--- src/rtl/gfba_pkg.sv ---
// Shared constants, codes and control types for the grouped free-block allocator.
package gfba_pkg;

    localparam int BLK_W     = 10;
    localparam int FT_W      = 11;
    localparam int STAT_W    = 2;
    localparam int S_TDATA_W = 16;
    localparam int S_TUSER_W = 1;
    localparam int M_TDATA_W = 24;
    localparam int M_TUSER_W = STAT_W;

    localparam int DEF_GROUP_SIZE = 8;
    localparam int DEF_NUM_BLOCKS = 1024;

    localparam logic REQ_ALLOC = 1'b0;
    localparam logic REQ_FREE  = 1'b1;

    localparam logic [STAT_W-1:0] ST_DONE    = 2'd0;
    localparam logic [STAT_W-1:0] ST_NO_FREE = 2'd1;
    localparam logic [STAT_W-1:0] ST_REFUSED = 2'd2;

    typedef struct packed {
        logic              capture;
        logic              set_code;
        logic [STAT_W-1:0] code;
        logic              rd_top;
        logic              push;
        logic              spill_start;
        logic              take_top;
        logic              pop;
        logic              rd_cnt;
        logic              reload_start;
        logic              loop_step;
        logic              loop_end;
        logic              emit;
    } cmd_t;

    typedef struct packed {
        logic is_free;
        logic no_free;
        logic refused;
        logic top_zero;
        logic top_last;
        logic loop_done;
        logic out_free;
    } sts_t;

endpackage

--- src/rtl/gfba_ctrl.sv ---
// Request sequencer: decodes each transaction into datapath commands.
module gfba_ctrl (
    input  logic          aclk,
    input  logic          aresetn,
    input  logic          s_tvalid,
    output logic          s_tready,
    input  gfba_pkg::sts_t sts,
    output gfba_pkg::cmd_t cmd
);
    import gfba_pkg::*;

    localparam logic [2:0] S_IDLE = 3'd0;
    localparam logic [2:0] S_EVAL = 3'd1;
    localparam logic [2:0] S_TOPW = 3'd2;
    localparam logic [2:0] S_CNTW = 3'd3;
    localparam logic [2:0] S_LOOP = 3'd4;
    localparam logic [2:0] S_EMIT = 3'd5;

    logic [2:0] state_reg;
    logic [2:0] state_next;

    always_ff @(posedge aclk) begin
        if (!aresetn) begin
            state_reg <= S_IDLE;
        end else begin
            state_reg <= state_next;
        end
    end

    always_comb begin
        state_next = state_reg;
        cmd        = '0;
        cmd.code   = ST_DONE;
        s_tready   = 1'b0;
        case (state_reg)
            S_IDLE: begin
                s_tready = 1'b1;
                if (s_tvalid) begin
                    cmd.capture = 1'b1;
                    state_next  = S_EVAL;
                end
            end
            S_EVAL: begin
                cmd.set_code = 1'b1;
                if (!sts.is_free) begin
                    if (sts.no_free) begin
                        cmd.code   = ST_NO_FREE;
                        state_next = S_EMIT;
                    end else begin
                        cmd.rd_top = 1'b1;
                        state_next = S_TOPW;
                    end
                end else if (sts.refused) begin
                    cmd.code   = ST_REFUSED;
                    state_next = S_EMIT;
                end else if (sts.top_zero) begin
                    cmd.spill_start = 1'b1;
                    state_next      = S_LOOP;
                end else begin
                    cmd.push   = 1'b1;
                    state_next = S_EMIT;
                end
            end
            S_TOPW: begin
                cmd.take_top = 1'b1;
                if (sts.top_last) begin
                    cmd.rd_cnt = 1'b1;
                    state_next = S_CNTW;
                end else begin
                    cmd.pop    = 1'b1;
                    state_next = S_EMIT;
                end
            end
            S_CNTW: begin
                cmd.reload_start = 1'b1;
                state_next       = S_LOOP;
            end
            S_LOOP: begin
                if (sts.loop_done) begin
                    cmd.loop_end = 1'b1;
                    state_next   = S_EMIT;
                end else begin
                    cmd.loop_step = 1'b1;
                end
            end
            S_EMIT: begin
                if (sts.out_free) begin
                    cmd.emit   = 1'b1;
                    state_next = S_IDLE;
                end
            end
            default: begin
                state_next = S_IDLE;
            end
        endcase
    end

endmodule

--- config.mk ---
export PLATFORM = sky130hd
export DESIGN_NAME = gfba_ctrl
export DESIGN_NICKNAME = d
export VERILOG_FILES = /design/src/rtl/gfba_pkg.sv /design/src/rtl/gfba_ctrl.sv
export SDC_FILE = /design/constraint.sdc
export NUM_CORES = 1
export LEC_CHECK = 0
export BUFFER_PORTS_ARGS = -buffer_cell sky130_fd_sc_hd__clkbuf_2
export CAP_MARGIN = 20
export CORE_AREA = 2 2 39 41
export CTS_CLUSTER_DIAMETER = 100
export DETAILED_ROUTE_END_ITERATION = 16
export DIE_AREA = 0 0 41 43
export PLACE_DENSITY = 0.63
export SYNTH_ARGS = -nofsm -noshare
export SYNTH_HDL_FRONTEND = slang
export SYNTH_SLANG_ARGS = --single-unit
--- constraint.sdc ---
create_clock -name aclk -period 1.2 [get_ports aclk]
set_input_delay 0.18 -clock aclk [delete_from_list [all_inputs] [get_ports aclk]]
set_output_delay 0.18 -clock aclk [all_outputs]
set_load 0.03 [all_outputs]
Word level (Yosys, flattened, before mapping)
Cells that the tools add are included.
W data, S select, Z words.
{"block": "word_totals", "reg_bits": 3, "inputBits": 10, "output_inout_bits": 15, "wordCells": 42}
{"block": "op_classes", "eq_ne": 8, "n_mux": 31, "reduce_logical": 2}
{"operator": "$mux W3", "n": 8}
{"operator": "$pmux W3 S6", "n": 1}
{"operator": "$mux W1", "n": 16}
{"operator": "$mux W2", "n": 5}
{"operator": "$eq A3 B2 Y1 const B", "n": 2}
{"operator": "$eq A3 B3 Y1 const B", "n": 2}
{"operator": "$mux W6", "n": 1}
{"operator": "$ne A2 B2 Y1 const B", "n": 3}
{"operator": "$eq A3 B1 Y1 const B", "n": 1}
{"operator": "$logic_not A3 Y1", "n": 1}
{"operator": "$reduce_and A3 Y1", "n": 1}

Logic depth before layout (Yosys ltp)
Gate-level depths: netlist of the first run.
{"block": "depth", "depth_word": 4, "mapped_depth": 6, "mapped_depth_nobuf": 5}

Worst setup path before layout of the first run
No wires, ideal clock.
{"block": "synth_timing", "path_type": "register -> output", "startpoint": "register state_reg[2]", "endpoint": "output port cmd[13] in the netlist's numbering", "arrival_time_ns": 1.565, "required_time_ns": 1.020, "slack_ns": -0.545, "path_stages_with_launch": 4, "path_buffers": 1, "path_cell_list": "dfxtp_1 > buf_4 > nor3_1 > and2_1"}
{"element": "from (decl)", "line": "gfba_ctrl.sv:19", "source": "logic [2:0] state_reg;"}
{"element": "from (signal assigned)", "line": "gfba_ctrl.sv:26", "source": "state_reg <= state_next;"}
{"element": "to (decl)", "line": "gfba_ctrl.sv:8", "source": "output gfba_pkg::cmd_t cmd"}

==> flow_summary.ini, run 1 <==
[critical_path]
cp_data_required_time_ns = 1.02
critPathCaptureType = output pin
cp_max_fo = 6
critPathLaunchType = flop
arrival_ns = 1.26
path_class = reg2out

[pwr]
ir_drop_v = 0.0005368
power_frac_seq = 0.168
p_sw_mw = 0.3626
clockPowerShare = 0.194
internal_power_mw = 0.5424
pwr-share-comb = 0.637
p_leak_nw = 0.3825
switching_share = 0.4007
power_density_mw_per_mm2 = 1099

[drt]
wl_per_cell_um = 11.37
vias_per_cell = 4.784
ant_nets = 0
drc = 0
drt-total-wl_um = 1103
drt_iter0_markers = 4
num_vias = 464
detailedRoute.firstPassIterationCount = 4

[timing]
finalSetupViolations = 15
relSlewSlack = 0.8349
drv_slew = 0
setup_tns_ns = -2.115
worst_slack_ns = -0.2382
period_share = 1.198
hold_viol = 0
fin_crit_ns = 1.438
hold_ws_ns = 0.1818
rsz0062_at_grt = true
finalClockSkew_ns = 0.004974
tightest_slew_ns = 0.2467
max_freq_mhz = 695.3

[die]
start_util = 0.2387
rows = 14
dieArea_mm2 = 0.001763
design.core.area_mm2 = 0.001384
io_pins = 25
dieWidth_um = 41
die_h_um = 43

[synthesis]
ys_seq_area_frac = 0.1818
synth_nets = 53
synth-seq-cells = 3
synthFlopType = dfxtp_1
syn_area_per_cell_um2 = 7.682
synth_enable_flop_cells = 0
netlist_area_um2 = 330.3
yosys_warnings = 0
ys_async_sr_fraction = 0
synth.distinct_cells = 24
syn_inst = 43

[min_path]
hp-class = in2reg

[finish]
n_fill_cell = 130
final_cell_mix = buf_4 (10), clkbuf_2 (9), buf_8 (6)
final_common_cell = buf_4
diodes = 0
multiInputGateArea_um2 = 354.1
drive_above_1_share = 0.7531
nNetsFinal = 92
final-seq-area_um2 = 71.32
area_delta_synth_final_pct = 149.2
largest_reg_flops = 3

[outcome]
status = finished with violations
violations = setup timing

[grt]
antenna_found_initial = 0
grt_pass1_wl_um = 1656
grtUsageTotal = 0.1324
grt_pass1_vias = 404
grt_max_degree = 10
overflow = 0

[cts]
cts.sinks = 3
root_buffer = clkbuf_4
cts_tree = built
clkTransAtPathRegs_ns = 0.04
clk_latency_ns = 0.23
htree_levels = 1
cts_hold_buffers = 0
numCtsBuffers = 3
cts_max_path_buffers = 2

[place]
place_congestion = 0.7528
dpl.hpwl_um = 795.1
port_buffers = 24

[run]
cap_violations = 0
==> power by group through the flow <==
stage / sequential (mW) / combinational, mW / clock (mW)
final: 0.152 / 0.577 / 0.176
after global routing: 0.156 / 0.622 / 0.196
after CTS: 0.155 / 0.485 / 0.186
after detailed placement: 0.155 / 0.423 / 0
after global placement: 0.154 / 0.419 / 0
after floorplan: 0.134 / 0.324 / 0
==> worst max-delay path, cell delays in order, from the launching register on <==
cell and delay [ns]:
dfxtp_4 0.36, nor2_4 0.12, nand2_4 0.07, clkinv_4 0.06
nand2_4 0.06, nor3b_4 0.18, clkbuf_8 0.18
==> final timing paths <==
path	start	end	slack (ns)	cells past startpoint
hold reg to reg	state_reg[2]	state_reg[2]	0.66	3
setup reg to reg	state_reg[0]	state_reg[2]	0.02	5
hold / removal	aresetn	state_reg[1]	0.18	2
setup / recovery	state_reg[2]	cmd[7]	-0.24	6
==> through the flow <==
stage | util | std cells | power (mW) | cell area, um^2 | worst slack [ns]
after floorplan | - | 43 | 0.4576 | 425.4 | -0.1127
after global placement | 0.4358 | 89 | 0.5724 | 603.1 | -0.03887
after detailed placement | 0.4358 | 89 | 0.5777 | 603.1 | -0.05707
after CTS | 0.5371 | 93 | 0.8256 | 743.2 | -0.2458
after global routing | 0.5949 | 97 | 0.9745 | 823.3 | -0.2999
final | 0.5949 | 97 | 0.9051 | 823.3 | -0.2382
==> synthesized netlist by cell type, drive strengths merged, types with 2 or more instances <==
library cell | number | area [um^2]
nor3b | 4 | 40.03
nor3 | 5 | 30.03
dfxtp | 3 | 60.06
and3b | 2 | 17.52
and3 | 2 | 12.51
nand2b | 2 | 12.51
buf | 2 | 18.77
nand2 | 4 | 15.01
o22ai | 2 | 12.51
nor2 | 3 | 11.26
nor2b | 2 | 12.51
and2 | 3 | 18.77
==> what timing repair did <==
item,in CTS,in global routing
pin swaps,3,6
setup endpoints to repair,16,17
resized for setup,29,21
cloned,0,0
setup buffers,0,4
==> cell type report <==
cell class | count | area share
multi-input cells | 37 | 0.4301
inverters | 1 | 0.01064
well taps | 16 | 0.02432
repair buffers | 36 | 0.4164
flip-flops and latches | 3 | 0.08663
clock buffers | 4 | 0.03191
==> per-layer routing <==
layer  vias up  share of wire  global-route usage
li1        234              -                   -
met1       213           0.37              0.1571
met2        17           0.58              0.2281
met3         0          0.050             0.02094
met4         0              0             0.04000
met5         -              0                   0
==> cells by family after synthesis <==
family / Yosys count / synth area share
DFF: 3 / 0.1818
buffers and inverters: 3 / 0.06818
AOI/OAI and AO/OA: 7 / 0.1743
and+or+nand+nor: 30 / 0.5757
No activity file was read; power rests on OpenSTA's default activity.
==> run 2, diff against run 1 <==
--- a/config.mk
+++ b/config.mk
@@ -5,7 +5,7 @@
 export SDC_FILE = /design/constraint.sdc
 export NUM_CORES = 1
 export LEC_CHECK = 0
-export BUFFER_PORTS_ARGS = -buffer_cell sky130_fd_sc_hd__clkbuf_2
+export BUFFER_PORTS_ARGS = -buffer_cell sky130_fd_sc_hd__buf_2
 export CAP_MARGIN = 20
 export CORE_AREA = 2 2 39 41
 export CTS_CLUSTER_DIAMETER = 100
==> run 2 against run 1 <==
Against the previous run:
- the flow still finishes with violations (setup timing)
- sequential cell count unchanged
- clock skew decreased by 0.0042 ns
- critical endpoint unchanged
- fmax increased by 2.0%
- sequential share of layout area increased by 0.50 points
- global-route usage decreased by 0.39 points
- critical path depth unchanged
- die area unchanged
- power decreased by 3.3%
- wire length decreased by 5.4%
- combinational power decreased by 6.1%
- final cell count increased by 1.0%
- via count decreased by 3.2%
==> flow_summary.ini, run 2 (synthesized netlist as in run 1, its figures left out) <==
[finish]
diodes = 0
final_common_cell = buf_4
largest_reg_flops = 3
n_fill_cell = 123
final_cell_mix = buf_4 (15), buf_6 (13), buf_2 (9)
multiInputGateArea_um2 = 347.8
final-seq-area_um2 = 71.32
drive_above_1_share = 0.7683
stdcell_count = 98
nNetsFinal = 93
area_delta_synth_final_pct = 135.6

[place]
port_buffers = 24
pre_cts_ws_ns = -0.05664
place_congestion = 0.6857
dpl.hpwl_um = 771.8
dp_cells = 90

[pwr]
p_sw_mw = 0.3557
p_leak_nw = 0.3742
clockPowerShare = 0.202
pwr-share-comb = 0.619
switching_share = 0.4067
power_frac_seq = 0.179
power_density_mw_per_mm2 = 1124
internal_power_mw = 0.5190
ir_drop_v = 0.0004925
total_power_mw = 0.8747

[timing]
period_share = 1.175
hold_viol = 0
worst_slack_ns = -0.2095
drv_slew = 0
setup_tns_ns = -1.786
finalSetupViolations = 15
rsz0062_at_grt = true
tightest_slew_ns = 0.2330
max_freq_mhz = 709.5
hold_ws_ns = 0.1886
finalClockSkew_ns = 0.0007518
fin_crit_ns = 1.409
relSlewSlack = 0.8429

[drt]
vias_per_cell = 4.582
wl_per_cell_um = 10.64
num_vias = 449
drt_iter0_markers = 1
drc = 0
drt-total-wl_um = 1043
detailedRoute.firstPassIterationCount = 3
ant_nets = 0

[die]
start_util = 0.2387
dieArea_mm2 = 0.001763
io_pins = 25
design.core.area_mm2 = 0.001384
rows = 14
dieWidth_um = 41
die_h_um = 43

[critical_path]
critPathLaunchType = flop
ff2ff_setup_slack_ns = -0.03
arrival_ns = 1.23
critPathCaptureType = output pin
cp_data_required_time_ns = 1.02
path_class = reg2out
cp_max_fo = 6

[grt]
grt_pass1_wl_um = 1642
grtUsageTotal = 0.1285
grt_pass1_vias = 434
antenna_found_initial = 0
overflow = 0
grt_max_degree = 9

[run]
cap_violations = 0

[cts]
htree_levels = 1
numCtsBuffers = 3
cts.sinks = 3
clkTransAtPathRegs_ns = 0.04
clk_latency_ns = 0.23
root_buffer = clkbuf_4
cts_tree = built
cts_max_path_buffers = 2

[outcome]
violations = setup timing
status = finished with violations

[min_path]
hp-class = in2reg
## run 2: changes by cell type in the layout (fill, tap and decap cells not counted), sizes merged
cell and change:
buf +16, clkbuf -15
## run 2: per-layer routing
metal  part of all wire  vias to the layer above  GRT usage
met2               0.56                       17     0.2156
met1               0.39                      199     0.1479
met5                  0                        -          0
li1                   -                      233          -
met3              0.051                        0    0.03665
met4                  0                        0    0.04000
## run 2: power groups by stage
stage | Clock [mW] | Sequential, mW | Combinational (mW)
2_1_floorplan | 0 | 0.134 | 0.324
3_3_place_gp | 0 | 0.156 | 0.424
3_5_place_dp | 0 | 0.156 | 0.427
4_1_cts | 0.181 | 0.156 | 0.490
5_1_grt | 0.194 | 0.160 | 0.584
6_report | 0.176 | 0.157 | 0.542
## run 2: what timing repair did
action	in CTS	in global routing
resized for setup	27	10
pin swaps	5	6
hold endpoints to repair	0	0
hold buffers	0	0
endpoints found under the setup margin	16	17
cloned	0	0
buffers inserted	1	3
## run 2: path summary, 6_finish.rpt
kind | startpoint | cells past startpoint | endpoint
worst max-delay path | state_reg[1] | 6 | cmd[7]
worst min-delay path | aresetn | 2 | state_reg[1]
worst min register to register | state_reg[1] | 4 | state_reg[2]
worst max register to register | state_reg[0] | 6 | state_reg[2]
## run 2: cell type report
type                            count  share of cell area
Clock buffer                        4             0.03376
Multi-Input combinational cell     37              0.4469
Timing Repair Buffer               37              0.3907
Tap cell                           16             0.02572
Inverter                            1             0.01125
Sequential cell                     3             0.09164
## run 2: critical path: stages (launching register included)
cell      delay [ns]
dfxtp_4         0.36
nor2_4          0.12
nand2_4         0.07
clkinv_4        0.06
nand2_4         0.06
nor3b_4         0.18
buf_6           0.15
## run 2: stage by stage
step | instance area [um^2] | utilization
after floorplan | 425.4 | -
after global placement | 610.6 | 0.4412
after detailed placement | 610.6 | 0.4412
after CTS | 721.9 | 0.5217
after global routing | 778.2 | 0.5624
final | 778.2 | 0.5624
